--- src/rtl/core/cswt_pkg.sv ---
// ----------------------------------------------------------------------------
// cswt_pkg: shared types and constants
// Widths, action and status codes, and the front-to-back request record.
// ----------------------------------------------------------------------------
package cswt_pkg;

  localparam int unsigned Clients    = 256;
  localparam int unsigned Windows    = 16;
  localparam int unsigned ClientW    = $clog2(Clients);
  localparam int unsigned WinW       = (Windows > 1) ? $clog2(Windows) : 1;
  localparam int unsigned AddrW      = 48;
  localparam int unsigned RowW       = 2 * AddrW * Windows;
  localparam int unsigned QueueDepth = 2;

  typedef enum logic [2:0] {
    ACT_OPEN     = 3'd0,
    ACT_CLOSE    = 3'd1,
    ACT_EXPORT   = 3'd2,
    ACT_UNEXPORT = 3'd3,
    ACT_CHECK    = 3'd4
  } action_e;

  typedef enum logic [2:0] {
    ST_OK        = 3'd0,
    ST_INVALID   = 3'd1,
    ST_BUSY      = 3'd2,
    ST_NOT_FOUND = 3'd3,
    ST_NO_SLOT   = 3'd4,
    ST_NOT_OPEN  = 3'd5
  } status_e;

  typedef enum logic [1:0] {
    OP_DONE,      // status fixed in the front, no row access
    OP_CLOSE,
    OP_EXPORT,
    OP_UNEXPORT
  } op_e;

  // Request as classified by the front part.
  typedef struct packed {
    op_e                op;
    logic [2:0]         status;
    logic [7:0]         slot;
    logic               in_use;
    logic [ClientW-1:0] client;
    logic [AddrW-1:0]   address;
    logic [AddrW-1:0]   byte_count;
    logic               check;
  } req_t;

  typedef struct packed {
    logic [2:0]       status;
    logic [7:0]       slot;
    logic [AddrW-1:0] granted;
  } res_t;

endpackage

--- src/rtl/core/cswt_front.sv ---
// ----------------------------------------------------------------------------
// cswt_front: request intake and slot bookkeeping
// Hold the in-use bits, grant slots, classify requests into the queue.
// ----------------------------------------------------------------------------
module cswt_front (
  input  logic                       clk_i,
  input  logic                       rst_ni,
  input  logic                       push_i,
  output logic                       full_o,
  input  logic [2:0]                 action_i,
  input  logic [7:0]                 client_i,
  input  logic [cswt_pkg::AddrW-1:0] address_i,
  input  logic [cswt_pkg::AddrW-1:0] byte_count_i,
  input  logic                       clr_ready_i,
  output logic                       q_push_o,
  output cswt_pkg::req_t             q_req_o,
  input  logic                       q_full_i
);
  import cswt_pkg::*;

  logic [Clients-1:0] in_use_q, in_use_d;
  logic [ClientW-1:0] free_idx;
  logic               free_found;
  logic               client_ok;
  logic [ClientW-1:0] cl;
  req_t               req;

  assign full_o   = q_full_i | ~clr_ready_i;
  assign q_push_o = push_i & ~full_o;
  assign q_req_o  = req;
  assign cl       = ClientW'(client_i);
  assign client_ok = (32'(client_i) < Clients);

  // Lowest free slot; priority encoder over the bit vector.
  always_comb begin
    free_idx   = '0;
    free_found = 1'b0;
    for (int i = Clients - 1; i >= 0; i--) begin
      if (!in_use_q[i]) begin
        free_idx   = ClientW'(i);
        free_found = 1'b1;
      end
    end
  end

  always_comb begin
    in_use_d       = in_use_q;
    req.op         = OP_DONE;
    req.status     = ST_INVALID;
    req.slot       = '0;
    req.in_use     = in_use_q[cl];
    req.client     = cl;
    req.address    = address_i;
    req.byte_count = byte_count_i;
    req.check      = 1'b0;
    if (action_i == ACT_OPEN) begin
      req.status = free_found ? ST_OK : ST_NO_SLOT;
      req.slot   = free_found ? 8'(free_idx) : 8'd0;
      if (free_found) in_use_d[free_idx] = 1'b1;
    end else if (client_ok && action_i <= ACT_CHECK) begin
      case (action_i)
        ACT_CLOSE: begin
          req.op       = OP_CLOSE;
          req.status   = ST_OK;
          in_use_d[cl] = 1'b0;
        end
        ACT_EXPORT: begin
          if (byte_count_i != '0) req.op = OP_EXPORT;
        end
        ACT_UNEXPORT: req.op = OP_UNEXPORT;
        default: begin
          if (in_use_q[cl]) begin
            req.op    = OP_UNEXPORT;
            req.check = 1'b1;
          end else begin
            req.status = ST_NOT_OPEN;
          end
        end
      endcase
    end
  end

  always_ff @(posedge clk_i or negedge rst_ni) begin
    if (!rst_ni) begin
      in_use_q <= '0;
    end else if (q_push_o) begin
      in_use_q <= in_use_d;
    end
  end
endmodule

--- config.mk ---
export PLATFORM = sky130hd
export DESIGN_NAME = cswt_front
export DESIGN_NICKNAME = d
export VERILOG_FILES = /design/src/rtl/core/cswt_pkg.sv /design/src/rtl/core/cswt_front.sv
export SDC_FILE = /design/constraint.sdc
export NUM_CORES = 1
export LEC_CHECK = 0
export BUFFER_PORTS_ARGS = -buffer_cell sky130_fd_sc_hd__buf_2
export CAP_MARGIN = 5
export CELL_PAD_IN_SITES_DETAIL_PLACEMENT = 1
export CELL_PAD_IN_SITES_GLOBAL_PLACEMENT = 2
export CORE_ASPECT_RATIO = 2
export CORE_MARGIN = 2
export CORE_UTILIZATION = 33
export CTS_CLUSTER_SIZE = 16
export DETAILED_ROUTE_END_ITERATION = 7
export PLACE_DENSITY = 0.83
export SKIP_LAST_GASP = 1
export SLEW_MARGIN = 30
export SYNTH_ARGS = -nofsm -noshare
export SYNTH_HDL_FRONTEND = slang
export SYNTH_SLANG_ARGS = --single-unit
--- constraint.sdc ---
create_clock -name clk_i -period 2.9 [get_ports clk_i]
set_input_delay 0.29 -clock clk_i [delete_from_list [all_inputs] [get_ports clk_i]]
set_output_delay 0.29 -clock clk_i [all_outputs]
set_load 0.02 [all_outputs]
======== After elaboration in Yosys (flattened, before gate mapping) ========
Cells that the tools add are included.
Widths: inputs -> output; s select.
operators by class
  $lt $le $gt $ge ......................... 5
  equality and inequality tests ........... 4
  mux-type cells .......................... 537
  bitwise logic cells ..................... 7
  reductions and logical operators ........ 9
operators by type and width
  cell                count
  $mux 8              258
  $mux 256            4
  $mux 1              263
  $and 256x256->256   1
  $not 256->256       1
  $or 256x256->256    1
  $reduce_bool 48->1  1
  $lt 8x9->1 const B  2
  $demux 1 s8         2
  $ge 8x1->1 const B  2
  $mux 3              3
  $bmux 1 s8          1
  $eq 3x2->1 const B  2
  $mux 2              3
  $pmux 2 s3          1
  $pmux 3 s2          1
  $mux 5              1
  $reduce_and 4->1    1
  $reduce_bool 2->1   2
  $eq 3x1->1 const B  1
  $le 3x3->1 const B  1
  $logic_not 3->1     1
  $reduce_or 3->1     1
  $logic_and 1x1->1   2
  other kinds (5)     6
word-level totals
  register bits ........................... 256
  bits of input ports ..................... 112
  word-level logic and storage cells ...... 563

======== Depth between registers and ports, before layout ========
  word-level depth ........................ 263
  mapped depth ............................ 11
  mapped depth without buffers ............ 9

======== Worst setup path before layout ========
No wires, ideal clock.
  kind .................................... input port to output port
  start point ............................. input client_i[0]
  end point ............................... output q_req_o[116] (netlist bit)
  data arrival time ....................... 3669 ps
  required time ........................... 2610 ps
  path slack .............................. -1059 ps
  cell stages on the path ................. 9
  path through ............................ clkbuf_1 buf_2 mux4_2 mux4_2 a22oi_1 nand2_1 a22oi_1 nand3_1 a2111oi_0
RTL lines
  what         line              source
  from (decl)  cswt_front.sv:11  input logic [7:0] client_i,
  to (decl)    cswt_front.sv:16  output cswt_pkg::req_t q_req_o,

==> flow_metrics.env <==
export IMPL_status="finished with violations"
export IMPL_synth_seq_cells=256
export IMPL_overflow=0
export IMPL_power_frac_clock=0.415
export IMPL_cp_cell_sequence="nand4_1, buf_4, buf_4, nor4_4, buf_4, nand4_1, nor3_4, buf_6, a21oi_1, a2111oi_4, buf_4"
export IMPL_synthTopCellsByArea="dfrtp_1, o21ai_0, mux4_2"
export IMPL_regMostFlops="in_use_q"
export IMPL_clk_insertion_delay_late_ps=620
export IMPL_finalNetCount=2746
export IMPL_finalMaxSlewViolations=0
export IMPL_synth_top_area_share=0.3781
export IMPL_pre_cts_slack_ps=-1211
export IMPL_drive_gt1_frac=0.5273
export IMPL_grt_total_usage=0.4822
export IMPL_crit_type="reg -> out"
export IMPL_htree_levels=1
export IMPL_combPwrFrac=0.184
export IMPL_end_kind="output port"
export IMPL_cp_slowest_cell="nand4_1"
export IMPL_clkTransAtPathRegs_ps=80
export IMPL_utilization=0.5550
export IMPL_finalCriticalPeriod_ps=4226
export IMPL_startpoint="in_use_q[123]"
export IMPL_nFillCells=5604
export IMPL_p_sw_frac=0.3140
export IMPL_synth_commonest_cells="o21ai_0, dfrtp_1, nand2_1, buf_4, o31ai_1"
export IMPL_drt_pass1_iterations=5
export IMPL_grt_max_degree=81
export IMPL_reg2regPathDepth=17
export IMPL_rows=117
export IMPL_min_delay_path_class="in -> async"
export IMPL_syn_num_nets=2003
export IMPL_dpl_hpwl_um=87460
export IMPL_cp_arrival_ps=3940
export IMPL_cp_max_fo=3
export IMPL_via_count=22908
export IMPL_r2r_setup_slack_ps=-1130
export IMPL_p_int_mw=6.135
export IMPL_cts_tree="done"
export IMPL_rr_endpoint="in_use_q[85]"
export IMPL_p_leak_nw=11.77
export IMPL_initialDrtViolationCount=2301
export IMPL_syn_inst=1891
export IMPL_fp_dieW_um=164.2
export IMPL_rsz0062_at_grt="yes"
export IMPL_ys_async_sr_fraction=1.000
export IMPL_synth_main_ff_cell="dfrtp_1"
export IMPL_route_detailed_drc=0
export IMPL_antenna_found_initial=12
export IMPL_synth_top_area_cell="dfrtp_1"
export IMPL_synthToLayoutAreaGrowth_pct=66.37
export IMPL_start_kind="flip-flop"
export IMPL_cp_num_buf_inv=5
export IMPL_yosysSeqAreaShare=0.3781
export IMPL_cap_violations=0
export IMPL_max_freq_ghz=0.2367
export IMPL_finClkSkew_ps=32.69
export IMPL_grt_pass1_wl_um=180500
export IMPL_cts_sinks=256
export IMPL_max_slew_margin=0.3838
export IMPL_cts_buffer_depth=3
export IMPL_cts_buffers=26
export IMPL_via_per_inst=6.906
export IMPL_crit_family="simple AND/OR/NAND/NOR gates"
export IMPL_peakVddDrop_mv=0.4331
export IMPL_p_seq_frac=0.401
export IMPL_ys_warnings_count=0
export IMPL_setup_tns_ps=-233090
export IMPL_finalHoldViolations=0
export IMPL_gp_congestion=1.087
export IMPL_p_per_area_nw_per_um2=317.2
export IMPL_coreArea_um2=50800
export IMPL_finalWirelength_um=130700
export IMPL_dieArea_um2=53290
export IMPL_whs_ps=185.5
export IMPL_crit_required_ps=2610
export IMPL_root_buffer="clkbuf_16"
export IMPL_synth_edf_count=0
export IMPL_ant_nets=0
export IMPL_r2r_start="in_use_q[123]"
export IMPL_io_pins=233
export IMPL_fin_crit_sh=1.457
export IMPL_wl_per_cell_um=39.42
export IMPL_start_util=0.3336
export IMPL_cp_slowest_stage_delay_ps=480
export IMPL_syn_cell_area_um2=16950
export IMPL_largestRegisters="in_use_q: 256 flops"
export IMPL_p_sw_mw=2.808
export IMPL_largest_reg_flops=256
export IMPL_crit_top_cell="buf_4"
export IMPL_layout_setup_ws_ps=-1326
export IMPL_violations="setup timing"
export IMPL_setup_viol=269
export IMPL_synth_most_common_cell="o21ai_0"
export IMPL_portBuffers=135
export IMPL_grt_pass1_vias=24083
export IMPL_postSynthAreaPerCell_um2=8.961
export IMPL_die_h_um=324.5
export IMPL_yosys_cell_types_count=68
export IMPL_max_slew_worst_pin_slew_ps=918.1
[cells in the final DEF (no fill, tap or decap), types with 18 or more instances in the layout]
cell type	Yosys	routed
buf_4	105	629
o21ai_0	450	325
dfrtp_1	256	238
nand2_1	154	139
buf_2	13	119
o21ai_2	1	100
nand4_1	96	96
buf_6	0	85
mux4_2	80	80
o31ai_4	1	65
buf_12	0	61
nand3_1	90	60
inv_1	51	49
nor2_1	59	48
clkbuf_16	0	30
a21oi_1	34	29
o31ai_1	104	28
nor4_1	36	25
o21ai_1	1	21
a31oi_1	23	19
nor2b_1	19	18
dfrtp_2	0	18
[final cells by class]
type,count,area (µm²),share of cell area
Antenna cell,10,25.02,0.0008877
Clock buffer,34,721.9,0.02561
Clock inverter,13,146.4,0.005193
Inverter,51,191.4,0.006791
Multi-Input combinational cell,1379,11770,0.4174
Sequential cell,256,6429,0.2280
Tap cell,654,818.3,0.02903
Timing Repair Buffer,920,8092,0.2870
[power groups by stage]
stage	clock [mW]	sequential, mW	combinational [mW]
after CTS	3.70	3.58	1.45
after global routing	3.81	3.58	1.65
after global placement	0	3.65	1.03
after floorplan	0	3.65	0.500
final	3.71	3.58	1.65
after detailed placement	0	3.65	1.05
[repair_timing]
item,4_1_cts,5_1_grt
hold buffers,1,0
endpoints found under the setup margin,269,269
cloned,14,4
pin swaps,107,125
buffers inserted,80,67
endpoints found under the hold margin,44,0
gates resized for setup,516,287
[worst max-delay path by stage]
stage	end	slack, ps	depth (start not counted)
2_1_floorplan	q_req_o[116]	-140	9
3_3_place_gp	in_use_q[147]	-1110	12
3_5_place_dp	in_use_q[147]	-1210	12
4_1_cts	q_req_o[116]	-920	10
5_1_grt	q_req_o[116]	-1230	11
6_report	q_req_o[116]	-1330	11
[layer usage]
| metal | vias up | GRT usage | wire length (µm) |
|---|---|---|---|
| met1 | 11210 | 0.4385 | 37300 |
| met2 | 1845 | 0.7510 | 58830 |
| met4 | 6 | 0.5482 | 20930 |
| met5 | - | 0.02273 | 45 |
| met3 | 1075 | 0.1908 | 13640 |
| li1 | 8772 | - | - |
[per-stage QoR]
step                std cells  power, mW  cell area (µm²)
finish                   3317      8.943            28190
global route             3312      9.040            28180
CTS                      3257      8.741            26500
global placement         3121      4.686            22580
detailed placement       3121      4.704            22580
floorplan                1891      4.152            17000
[cell families (layout without fill, tap and decap cells)]
family,Yosys count,in the layout,share of synthesized area
AOI/OAI and AO/OA,744,744,0.2637
buffers and inverters,256,1018,0.08093
DFF,256,256,0.3781
muxes,80,80,0.1063
other,1,11,0.0002213
and+or+nand+nor,554,554,0.1708
Note: power is estimated with default switching activity, not from simulation.
