$ cat src/rtl/core/cswt_pkg.sv
// ----------------------------------------------------------------------------
// cswt_pkg: shared types and constants
// Widths, action and status codes, and the front-to-back request record.
// ----------------------------------------------------------------------------
package cswt_pkg;

  localparam int unsigned Clients    = 256;
  localparam int unsigned Windows    = 16;
  localparam int unsigned ClientW    = $clog2(Clients);
  localparam int unsigned WinW       = (Windows > 1) ? $clog2(Windows) : 1;
  localparam int unsigned AddrW      = 48;
  localparam int unsigned RowW       = 2 * AddrW * Windows;
  localparam int unsigned QueueDepth = 2;

  typedef enum logic [2:0] {
    ACT_OPEN     = 3'd0,
    ACT_CLOSE    = 3'd1,
    ACT_EXPORT   = 3'd2,
    ACT_UNEXPORT = 3'd3,
    ACT_CHECK    = 3'd4
  } action_e;

  typedef enum logic [2:0] {
    ST_OK        = 3'd0,
    ST_INVALID   = 3'd1,
    ST_BUSY      = 3'd2,
    ST_NOT_FOUND = 3'd3,
    ST_NO_SLOT   = 3'd4,
    ST_NOT_OPEN  = 3'd5
  } status_e;

  typedef enum logic [1:0] {
    OP_DONE,      // status fixed in the front, no row access
    OP_CLOSE,
    OP_EXPORT,
    OP_UNEXPORT
  } op_e;

  // Request as classified by the front part.
  typedef struct packed {
    op_e                op;
    logic [2:0]         status;
    logic [7:0]         slot;
    logic               in_use;
    logic [ClientW-1:0] client;
    logic [AddrW-1:0]   address;
    logic [AddrW-1:0]   byte_count;
    logic               check;
  } req_t;

  typedef struct packed {
    logic [2:0]       status;
    logic [7:0]       slot;
    logic [AddrW-1:0] granted;
  } res_t;

endpackage

$ cat src/rtl/core/cswt_queue.sv
// ----------------------------------------------------------------------------
// cswt_queue: small FIFO between front and back
// Queue of req_t records, registers only.
// ----------------------------------------------------------------------------
module cswt_queue (
  input  logic           clk_i,
  input  logic           rst_ni,
  input  logic           push_i,
  input  cswt_pkg::req_t data_i,
  output logic           full_o,
  input  logic           pop_i,
  output cswt_pkg::req_t data_o,
  output logic           empty_o
);
  import cswt_pkg::*;

  localparam int unsigned PtrW = $clog2(QueueDepth);

  req_t            buf_q [QueueDepth];
  logic [PtrW-1:0] wr_q, rd_q;
  logic [PtrW:0]   cnt_q;

  assign full_o  = (cnt_q == (PtrW+1)'(QueueDepth));
  assign empty_o = (cnt_q == '0);
  assign data_o  = buf_q[rd_q];

  always_ff @(posedge clk_i) begin
    if (push_i) buf_q[wr_q] <= data_i;
  end

  always_ff @(posedge clk_i or negedge rst_ni) begin
    if (!rst_ni) begin
      wr_q  <= '0;
      rd_q  <= '0;
      cnt_q <= '0;
    end else begin
      if (push_i) wr_q <= wr_q + 1'b1;
      if (pop_i)  rd_q <= rd_q + 1'b1;
      cnt_q <= cnt_q + (PtrW+1)'(push_i) - (PtrW+1)'(pop_i);
    end
  end
endmodule

$ cat config.mk
export PLATFORM = sky130hd
export DESIGN_NAME = cswt_queue
export DESIGN_NICKNAME = d
export VERILOG_FILES = /design/src/rtl/core/cswt_pkg.sv /design/src/rtl/core/cswt_queue.sv
export SDC_FILE = /design/constraint.sdc
export NUM_CORES = 1
export LEC_CHECK = 0
export BUFFER_PORTS_ARGS = -buffer_cell sky130_fd_sc_hd__buf_2
export CAP_MARGIN = 10
export CORE_MARGIN = 5
export CORE_UTILIZATION = 32
export CTS_BUF_LIST = sky130_fd_sc_hd__clkbuf_8
export DETAILED_ROUTE_END_ITERATION = 8
export PLACE_DENSITY = 0.59
export SLEW_MARGIN = 20
export SYNTH_ARGS = -nofsm -noshare
export SYNTH_HDL_FRONTEND = slang
export SYNTH_SLANG_ARGS = --single-unit
export TNS_END_PERCENT = 30
$ cat constraint.sdc
create_clock -name clk_i -period 8.19 [get_ports clk_i]
set_input_delay 1.2285 -clock clk_i [delete_from_list [all_inputs] [get_ports clk_i]]
set_output_delay 1.2285 -clock clk_i [all_outputs]
set_load 0.05 [all_outputs]
======== After elaboration in Yosys (flattened, before gate mapping) ========
Memories as Yosys holds them, arrays and structs flattened.
Index checks and enable logic that the tools add are counted.
storage, ports and cells
  word-level logic and storage cells ...... 12
  RAM bits ................................ 238
  flip-flop bits (word level) ............. 4
  output and inout port bits .............. 121
  bits of input ports ..................... 123
  memories ................................ 1
memory list
  name   depth  width  rd ports  clocked after Yosys merged registers in  write ports  line              source
  buf_q  2      119    1         0                                        1            cswt_queue.sv:19  req_t buf_q [QueueDepth];
operators by class
  $add $sub $neg .......................... 4
  reductions and logical operators ........ 1
  equality and inequality tests ........... 1
  mux-type cells .......................... 2
operator list
  kind                                  number
  adder 1 bit, second input constant    2
  adder 2 x 1 -> 2 bit                  1
  == test 2 bit, second input constant  1
  zero test 2 bit                       1
  two-way mux 1 bit                     2
  subtractor 2 x 1 -> 2 bit             1

======== Logic depth before layout (Yosys ltp) ========
Gate-level depths: netlist of the first run.
  word-level depth ........................ 2
  gate-level depth with buffers ........... 5
  depth with buffers taken out ............ 5

======== Worst setup path after synthesis of the first run ========
OpenSTA, ideal clock, no wires.
  kind .................................... input -> register
  from .................................... input port push_i
  to ...................................... memory buf_q[0][0] in the netlist's numbering, enable pin
  data required time ...................... 7.577 ns
  library setup time ...................... 0.613 ns
  path buffers ............................ 0
  arrival time ............................ 6.392 ns
  setup slack ............................. 1.185 ns
  stages .................................. 1
  cells stage by stage .................... nor2b_1
on the way
  cells in the longest elaborated chain, start to end .. 2
RTL lines
  item                                     line              source
  start: declaration                       cswt_queue.sv:8   input logic push_i,
  two-way mux 1 bit                        cswt_queue.sv:28  if (push_i) buf_q[wr_q] <= data_i;
  two-way mux 1 bit (not written as such)  cswt_queue.sv:28
  end: declaration                         cswt_queue.sv:19
Every way passes these cells.

==> flow_summary.toml, run 1 <==
[timing]
period_needed_ns = 3.95
finalHoldViolCount = 0
setup_slack_ns = 4.24
report.final.slew_viol_count = 0
max_slew_margin = 0.288
rsz0062_at_grt = "no"
worst_slew_pin_slew_ns = 1.07
setup_viol_count_final = 0
min_period_over_period = 0.482
max_freq_mhz = 253
clock_skew_ns = 0.00677
setup_tns_ns = 0

[detailed_routing]
drc = 0
post_drt_wl_per_cell_um = 17.6
first_pass_iters = 4
via_per_inst = 4.41
ant_nets = 0
drt-total-wl_um = 18200
vias = 4553
drt_iter0_drc = 178

[clock_network]
cts_buffers = 40
clockBufferDepth = 3
cts_hold_buf = 0
cts.htree.levels = 2
postCtsSetupBuffers = 0
ctsResizeCount = 0
clk_latency_ns = 0.50
clkSlewWorstSetupHoldPaths_ns = 0.05
cts_tree = "yes"
cts-root-buf = "clkbuf_8"
cts.sinks = 242

[synthesis]
async_flop_share = 0.0165
synth_largest_area_cell = "edfxtp_1"
synth_most_common_cell = "edfxtp_1"
synth_commonest_cells = "238 x edfxtp_1, 119 x mux2_2, 11 x buf_6"
synth_top_area_share = 0.811
synth_nets = 510
yosysSeqAreaShare = 0.822
synth_edf_count = 238
yosysWarningCount = 0
synth_area_leaders = "edfxtp_1 81%, mux2_2 15%, buf_6 1.4%, dfrtp_1 1.1%, ha_1 0.28%"
netlist_area_um2 = 8820
ys_ff_latch = 242
synth.avg_cell_area_um2 = 22.9
synth_cells = 385
ys.flop_type = "edfxtp_1"
synthDistinctLibCells = 12

[critical_path]
critPathKind = "reg -> out"
cp.arrival_ns = 2.72
reg2reg_slack_ns = 5.80
path_cells = "buf_4, buf_16, mux2_2, buf_2"
max_stage_delay_ns = 0.74
r2r_start = "wr_q"
reg2reg_depth = 2
cp.required_ns = 6.96
cp-start-kind = "flop"
cp_slowest_cell = "dfrtp_4"
crit_fanout = 54
regToRegEndpoint = "buf_q[1][30]"
endpoint_kind = "primary output"

[floorplanning]
die-area_um2 = 31000
io_pins = 244
core-area_um2 = 27000
row_count = 60
start_util = 0.326
die_x_um = 176
die_h_um = 176

[placement]
place_ws_ns = 4.50
placed_cell_area_um2 = 10400
gp_congestion = 0.709
io_buffers = 243
dp_hpwl_um = 12300

[global_routing]
grt_pass1_vias = 5174
grt_pass1_wl_um = 27600
grt_use_total = 0.113
grt_overflow = 0
antenna_found_initial = 4
grt_max_degree = 83

[cells_and_area]
synthToLayoutAreaGrowth_pct = 26.3
final_nets = 787
stdcell_area_um2 = 11100
drive_gt1_frac = 0.606

[pwr]
power_leakage_nw = 4.24
p_per_area_nw_per_um2 = 404
ir_worst_vdd_mv = 0.237

[run]
cap_violations = 0

[min_path]
hp-class = "in -> async"

[status]
outcome = "completed"
-- registers in the layout (all words and copies together) (netlist names) --
register and count:
buf_q 238, cnt_q 2, rd_q 1, wr_q 1
-- metrics by stage --
step | utilization | hold slack, ns | total power [W] | cells
final | 0.412 | 0.536 | 0.00450 | 1032
after global routing | 0.412 | 0.500 | 0.00471 | 1032
after CTS | 0.411 | 0.497 | 0.00457 | 1030
after detailed placement | 0.384 | 0.542 | 0.00359 | 960
after global placement | 0.384 | 0.529 | 0.00356 | 960
after floorplan | - | 0.455 | 0.00324 | 385
-- power breakdown --
part	leakage (nW)	total, W	switching (W)	internal, W
Combinational	1.52	0.00181	0.00132	0.000490
Clock	0.433	0.000954	0.000433	0.000521
Sequential	2.28	0.00174	0.0000886	0.00165
Total	4.24	0.00450	0.00184	0.00266
-- layout make-up --
type                            instances  area [um^2]
Sequential cell                       242         7250
Antenna cell                            1         2.50
Timing Repair Buffer                  248         1270
Clock inverter                         26          128
Clock buffer                           44          606
Fill cell                            2449        15900
Inverter                                2         7.51
Multi-Input combinational cell        128         1440
Tap cell                              341          427
-- metal layers --
metal | share of wire | GRT usage | vias up | wire length, um
li1 | - | - | 2094 | -
met1 | 0.40 | 0.129 | 2220 | 7180
met2 | 0.49 | 0.195 | 183 | 8910
met3 | 0.082 | 0.0428 | 50 | 1480
met4 | 0.030 | 0.0416 | 6 | 544
met5 | 0.0020 | 0 | - | 37
-- critical path, delay by kind of cell, from the launching register on --
kind	cells	cell delay, ns
flip-flops	1	0.74
multiplexers	1	0.39
buffers and inverters	3	1.00
-- worst max-delay path by stage --
stage	startpoint	endpoint	depth (start not counted)
global route	rd_q	data_o[98]	4
global placement	rd_q	data_o[38]	3
detailed placement	rd_q	data_o[38]	3
CTS	rd_q	data_o[38]	3
finish	rd_q	data_o[95]	4
floorplan	push_i	buf_q[0][0]	1
-- logic make-up after synthesis --
group                      count (synthesis)  synth area share
DFF                                      242             0.822
muxes                                    119             0.152
buffers and inverters                     15            0.0160
and+or+nand+nor                            4           0.00255
xor gates and xnor gates                   3           0.00468
adders and majority gates                  2           0.00284
-- placed cells by master, fill, tap and decap left out --
master       n
clkinv_1     7
buf_4        4
nor2b_1      1
diode_2      1
buf_16       1
xor2_1       2
nor2_1       1
edfxtp_1   238
bufinv_16    1
clkbuf_8    44
inv_1       17
mux2_2     119
buf_2      243
xor3_1       1
nor2b_4      1
clkinv_2     3
dfrtp_1      3
dfrtp_4      1
ha_1         2
and2_4       1
Note: power is estimated with default switching activity, not from simulation.
==> inputs of run 2 (changes only) <==
--- a/config.mk
+++ b/config.mk
@@ -11,7 +11,7 @@
 export CORE_UTILIZATION = 32
 export CTS_BUF_LIST = sky130_fd_sc_hd__clkbuf_8
 export DETAILED_ROUTE_END_ITERATION = 8
-export PLACE_DENSITY = 0.59
+export PLACE_DENSITY = 0.61
 export SLEW_MARGIN = 20
 export SYNTH_ARGS = -nofsm -noshare
 export SYNTH_HDL_FRONTEND = slang
==> constraint.sdc (replaced) <==
create_clock -name clk_i -period 3.4 [get_ports clk_i]
set_input_delay 0.51 -clock clk_i [delete_from_list [all_inputs] [get_ports clk_i]]
set_output_delay 0.51 -clock clk_i [all_outputs]
set_load 0.05 [all_outputs]
==> run 2 against run 1 <==
Compared with the run above: global-route usage hardly changed; clock skew is 0.0045 ns higher; final cell count is 0.48% higher; clock power is 130% higher; total power is 140% higher; first-iteration DRC count is 0.56% lower; critical path type unchanged; largest power group unchanged; highest routed layer unchanged.
==> flow_summary.toml, run 2 (synthesized netlist as in run 1, its figures left out) <==
[global_routing]
grt_use_total = 0.113
grt_overflow = 0
grt_pass1_vias = 5028
grt_max_degree = 71
grt_pass1_wl_um = 27200
antenna_found_initial = 5

[cells_and_area]
largest_reg_flops = 238
final_nets = 791
synthToLayoutAreaGrowth_pct = 26.6
layout.cells.most_common_list = "243 x buf_2, 238 x edfxtp_1, 119 x mux2_2, 41 x clkbuf_8, 17 x inv_1"
drive_gt1_frac = 0.603
reg.largest.list = "buf_q: 238 flops, cnt_q: 2 flops"
stdcell_area_um2 = 11200
final_common_cell = "buf_2"
fillerInstances = 2472
top_register = "buf_q"

[detailed_routing]
vias = 4546
first_pass_iters = 4
drt_iter0_drc = 177
drc = 0
drt-total-wl_um = 18100
ant_nets = 0
post_drt_wl_per_cell_um = 17.5
via_per_inst = 4.38

[pwr]
power_leakage_nw = 4.24
p_per_area_nw_per_um2 = 969
ir_worst_vdd_mv = 0.512

[placement]
placed_cell_area_um2 = 10400
place_ws_ns = 1.17
gp_congestion = 0.715
dp_hpwl_um = 12000
io_buffers = 243

[critical_path]
cp-start-kind = "flop"
path_cells = "buf_12, mux2_2, buf_2"
r2r_start = "wr_q"
crit_fanout = 50
critical_path.startpoint = "rd_q"
cp_slowest_cell = "dfrtp_4"
endpoint_kind = "primary output"
timing.critical_path.buf_inv = 2
critPathKind = "reg -> out"
cp.required_ns = 2.89
cp.arrival_ns = 2.23
cpLargestDelayFamily = "flip-flops"
max_stage_delay_ns = 0.72

[min_path]
hold_start = "data_i[6]"
hp-class = "in -> reg"

[floorplanning]
die_x_um = 176
io_pins = 244
die_h_um = 176
die-area_um2 = 31000
core-area_um2 = 27000
start_util = 0.326
row_count = 60

[timing]
setup_viol_count_final = 0
report.final.slew_viol_count = 0
setup_slack_ns = 0.664
rsz0062_at_grt = "no"
holdWs_ns = 0.182
min_period_over_period = 0.805
period_needed_ns = 2.74
max_slew_margin = 0.529
clock_skew_ns = 0.0113
max_freq_mhz = 366
finalHoldViolCount = 0
worst_slew_pin_slew_ns = 0.707

[clock_network]
clk_latency_ns = 0.51
clkSlewWorstSetupHoldPaths_ns = 0.06
cts-root-buf = "clkbuf_8"
clockBufferDepth = 3
cts.sinks = 242
ctsResizeCount = 0
cts_tree = "yes"
cts_buffers = 41
cts.htree.levels = 2

[status]
outcome = "completed"

[run]
cap_violations = 0
-- run 2: layer usage --
metal / track usage / vias to the layer above / share of wire / wire [um]
met4: 0.0452 / 4 / 0.028 / 512
met3: 0.0516 / 44 / 0.10 / 1850
li1: - / 2102 / - / -
met2: 0.191 / 186 / 0.49 / 8900
met1: 0.124 / 2210 / 0.38 / 6810
met5: 0 / - / 0.0012 / 21
-- run 2: what timing repair did --
action | 4_1_cts | 5_1_grt
buffers inserted | 0 | 0
hold endpoints to repair | 4 | 0
hold buffers | 1 | 0
-- run 2: layout make-up --
cell class | instances | area (um^2) | share of cell area
well taps | 341 | 427 | 0.0382
inverters | 2 | 7.51 | 0.000673
diodes | 4 | 10.0 | 0.000897
clock inverters | 28 | 135 | 0.0121
multi-input cells | 128 | 1440 | 0.129
repair buffers | 251 | 1330 | 0.119
clock buffers | 41 | 564 | 0.0506
flip-flops and latches | 242 | 7250 | 0.650
-- run 2: worst register-to-register path, stage by stage, from the launching register on --
cell and delay (ns):
dfrtp_1 0.42, and2_4 0.49, buf_4 0.42
-- run 2: path summary, 6_finish.rpt --
path                                  to  slack [ns]  depth (start not counted)
setup / recovery              data_o[68]        0.66                          3
hold / removal               buf_q[0][6]        0.18                          1
setup reg to reg           buf_q[1][117]        1.71                          2
hold reg to reg                     wr_q        0.55                          1
max in group asynchronous           rd_q        2.85                          2
min in group asynchronous           rd_q        0.40                          2
-- run 2: where the power goes --
part	total [W]	leakage [nW]	switching [W]	internal, W
Clock	0.00223	0.415	0.00105	0.00119
Sequential	0.00415	2.28	0.000192	0.00396
Combinational	0.00443	1.55	0.00322	0.00121
Total	0.0108	4.24	0.00445	0.00636
-- run 2: metrics by stage --
step / setup TNS [ns] / std cells / power, W / util
floorplan: -38.16 / 385 / 0.00777 / -
global placement: 0 / 963 / 0.00870 / 0.386
detailed placement: 0 / 963 / 0.00872 / 0.386
CTS: 0 / 1033 / 0.0110 / 0.413
global route: 0 / 1035 / 0.0113 / 0.413
finish: 0 / 1037 / 0.0108 / 0.413
==> inputs of run 3 (changes only) <==
--- a/config.mk
+++ b/config.mk
@@ -5,6 +5,7 @@
 export SDC_FILE = /design/constraint.sdc
 export NUM_CORES = 1
 export LEC_CHECK = 0
+export ABC_AREA = 1
 export BUFFER_PORTS_ARGS = -buffer_cell sky130_fd_sc_hd__buf_2
 export CAP_MARGIN = 10
 export CORE_MARGIN = 5
==> constraint.sdc (replaced) <==
create_clock -name clk_i -period 2.4 [get_ports clk_i]
set_input_delay 0.36 -clock clk_i [delete_from_list [all_inputs] [get_ports clk_i]]
set_output_delay 0.36 -clock clk_i [all_outputs]
set_load 0.05 [all_outputs]
==> run 3 against run 2 <==
Compared with the run above: sequential share of layout area is 7.8 points lower; critical path depth grew 1; setup slack got worse by 0.58 ns; sequential cell count did not move; total power up 55%; worst hold slack worse by 0.13 ns; wire length increased by 13%; die area rose by 2.0%; global-route usage is 0.87 points higher; clock power is 49% higher; clock skew up 0.0012 ns; critical endpoint is now data_o[44]; largest cell class unchanged.
==> flow_summary.toml, run 3 <==
[timing]
max_slew_margin = 0.723
setup_viol_count_final = 0
clock_skew_ns = 0.0125
min_period_over_period = 0.963
max_freq_mhz = 433
period_needed_ns = 2.31
rsz0062_at_grt = "yes"
setup_tns_ns = 0
worst_slew_pin_slew_ns = 0.415
finalHoldViolCount = 0
report.final.slew_viol_count = 0

[cells_and_area]
top_register = "buf_q"
layout.cells.most_common_list = "238 x edfxtp_1, 200 x buf_2, 135 x inv_1, 124 x nand2_1, 109 x o21ai_0"
largest_reg_flops = 238
stdcell_area_um2 = 12700
fillerInstances = 2486
final_common_cell = "edfxtp_1"
reg.largest.list = "buf_q: 238 flops, cnt_q: 2 flops"
multi_input_comb_area_um2 = 1140
drive_gt1_frac = 0.299
final_nets = 1151
regArea_um2 = 7250
synthToLayoutAreaGrowth_pct = 41.0
n_antenna_cell = 0

[floorplanning]
start_util = 0.324
io_pins = 244
die_x_um = 178
core-area_um2 = 27800
die-area_um2 = 31600
row_count = 61
die_h_um = 178

[clock_network]
clockBufferDepth = 3
cts.htree.levels = 2
cts.sinks = 242
clk_latency_ns = 0.51
clkSlewWorstSetupHoldPaths_ns = 0.06
cts-root-buf = "clkbuf_8"
cts_tree = "yes"
cts_buffers = 41

[detailed_routing]
first_pass_iters = 4
ant_nets = 0
vias = 5985
drt-total-wl_um = 20500
post_drt_wl_per_cell_um = 14.3
drt_iter0_drc = 299
via_per_inst = 4.18
drc = 0

[critical_path]
cp.arrival_ns = 1.95
endpoint_kind = "primary output"
critical_path.startpoint = "rd_q"
critPathCapture = "data_o[44]"
regToRegEndpoint = "buf_q[1][91]"
reg2reg_slack_ns = 1.03
crit_top_cell = "buf_12"
reg2reg_depth = 3
path_depth = 4
timing.critical_path.buf_inv = 3
critPathKind = "reg -> out"
crit_fanout = 45
max_stage_delay_ns = 0.56
cp-start-kind = "flop"
cp.required_ns = 2.04
cpLargestDelayFamily = "buffers and inverters"
path_cells = "buf_12, buf_12, o21ai_0, buf_4"
r2r_start = "wr_q"
cp_slowest_cell = "dfrtp_4"

[global_routing]
grt_pass1_wl_um = 30500
grt_use_total = 0.122
grt_pass1_vias = 6155
grt_max_degree = 100
grt_overflow = 0
antenna_found_initial = 1

[synthesis]
synth_top_area_share = 0.794
synth_edf_count = 238
ys_ff_latch = 242
yosys.area_share.simple = 0.0539
synth_largest_area_cell = "edfxtp_1"
netlist_area_um2 = 9000
async_flop_share = 0.0165
synth_cells = 646
synth.avg_cell_area_um2 = 13.9
ys.flop_type = "edfxtp_1"
synth_mux_area_frac = 0
synthDistinctLibCells = 12
yosys.area_share.adder = 0.00278
yosysWarningCount = 0
synth_compound_area_frac = 0.0661
synth_xor_area_frac = 0.00195
synth_most_common_cell = "edfxtp_1"
synth_top_family_by_area = "buffers and inverters"
synth_area_leaders = "edfxtp_1 79%, o21ai_0 6.6%, inv_1 5.3%, nand2_1 5.2%, dfrtp_1 1.1%"
synth_commonest_cells = "238 x edfxtp_1, 126 x inv_1, 125 x nand2_1"
yosysSeqAreaShare = 0.805
synth_nets = 771

[run]
cap_violations = 0

[pwr]
comb_power_share = 0.455
swShare = 0.455
power_switching_w = 0.00765
power.internal_w = 0.00916
seqPwrFrac = 0.347
ir_worst_vdd_mv = 0.872
p_clk_frac = 0.198
p_per_area_nw_per_um2 = 1320
power_leakage_nw = 5.40

[placement]
placed_cell_area_um2 = 10700
gp_congestion = 0.728
dp_hpwl_um = 12400
io_buffers = 243

[status]
outcome = "completed"

[min_path]
hp-class = "in -> reg"
run 3: cell types whose count changed in the layout (fill, tap and decap cells not counted), moves of 4 or more:
cell | before | now
buf_2 | 243 | 200
buf_4 | 3 | 32
clkbuf_4 | 0 | 15
clkinv_2 | 3 | 9
diode_2 | 4 | 0
dlygate4sd3_1 | 1 | 107
inv_1 | 17 | 135
mux2_2 | 119 | 0
nand2_1 | 0 | 124
o21ai_0 | 0 | 109
o21ai_1 | 0 | 9
run 3: power by group through the flow:
stage | Combinational (W) | Clock [W] | Sequential (W)
after floorplan | 0.00543 | 0 | 0.00589
after global placement | 0.00717 | 0 | 0.00590
after detailed placement | 0.00720 | 0 | 0.00593
after CTS | 0.00742 | 0.00347 | 0.00585
after global routing | 0.00812 | 0.00369 | 0.00590
final | 0.00765 | 0.00332 | 0.00584
run 3: through the flow:
stage / power [W] / setup WS (ns) / utilization / hold slack [ns] / instances
floorplan: 0.0113 / -0.239 / - / 0.0644 / 646
global placement: 0.0131 / 0.488 / 0.386 / 0.177 / 1252
detailed placement: 0.0131 / 0.494 / 0.386 / 0.181 / 1252
CTS: 0.0167 / -0.0349 / 0.450 / 0.0000454 / 1425
global route: 0.0177 / -0.0397 / 0.457 / 0.000124 / 1432
finish: 0.0168 / 0.0885 / 0.457 / 0.0506 / 1432
run 3: cell families (layout without fill, tap and decap cells):
logic type | Yosys count | after routing
flip-flops | 242 | 242
AND/OR/NAND/NOR | 129 | 129
buffers and inverters | 152 | 560
XOR/XNOR | 2 | 2
adder cells (fa/ha/maj) | 2 | 2
AO/OA/AOI/OAI | 119 | 119
run 3: cell type report:
class                      count  area share
inverter                     126      0.0376
clock inverter                28      0.0115
clock buffer                  43      0.0466
multi-input combinational    252      0.0896
tap                          378      0.0373
timing repair buffer         363       0.206
sequential                   242       0.571
run 3: routing by layer:
layer / vias to the layer above / global-route usage / share of wire
met2: 216 / 0.211 / 0.49
met4: 2 / 0.0422 / 0.024
met3: 46 / 0.0398 / 0.085
met5: - / 0 / 0.00063
met1: 2781 / 0.142 / 0.40
li1: 2940 / - / -
run 3: worst min path at each step:
stage	endpoint	startpoint	cells past startpoint	slack (ns)
floorplan	cnt_q[0]	rst_ni	0	0.06
global placement	cnt_q[0]	rst_ni	1	0.18
detailed placement	cnt_q[0]	rst_ni	1	0.18
CTS	buf_q[1][16]	data_i[16]	1	0.00005
global route	buf_q[0][60]	data_i[60]	1	0.0001
finish	buf_q[1][38]	data_i[38]	1	0.05
run 3: worst register-to-register path, cell delays in order (launching register included):
cell        delay (ns)
dfrtp_1           0.44
nand2_2           0.09
clkinvlp_4        0.11
buf_12            0.31
run 3: what timing repair did:
| item | in CTS | in global routing |
|---|---|---|
| endpoints found under the setup margin | 13 | 80 |
| gates resized for setup | 16 | 56 |
| hold endpoints to repair | 206 | 8 |
| cloned | 0 | 1 |
| hold buffers | 102 | 5 |
| setup buffers | 0 | 1 |
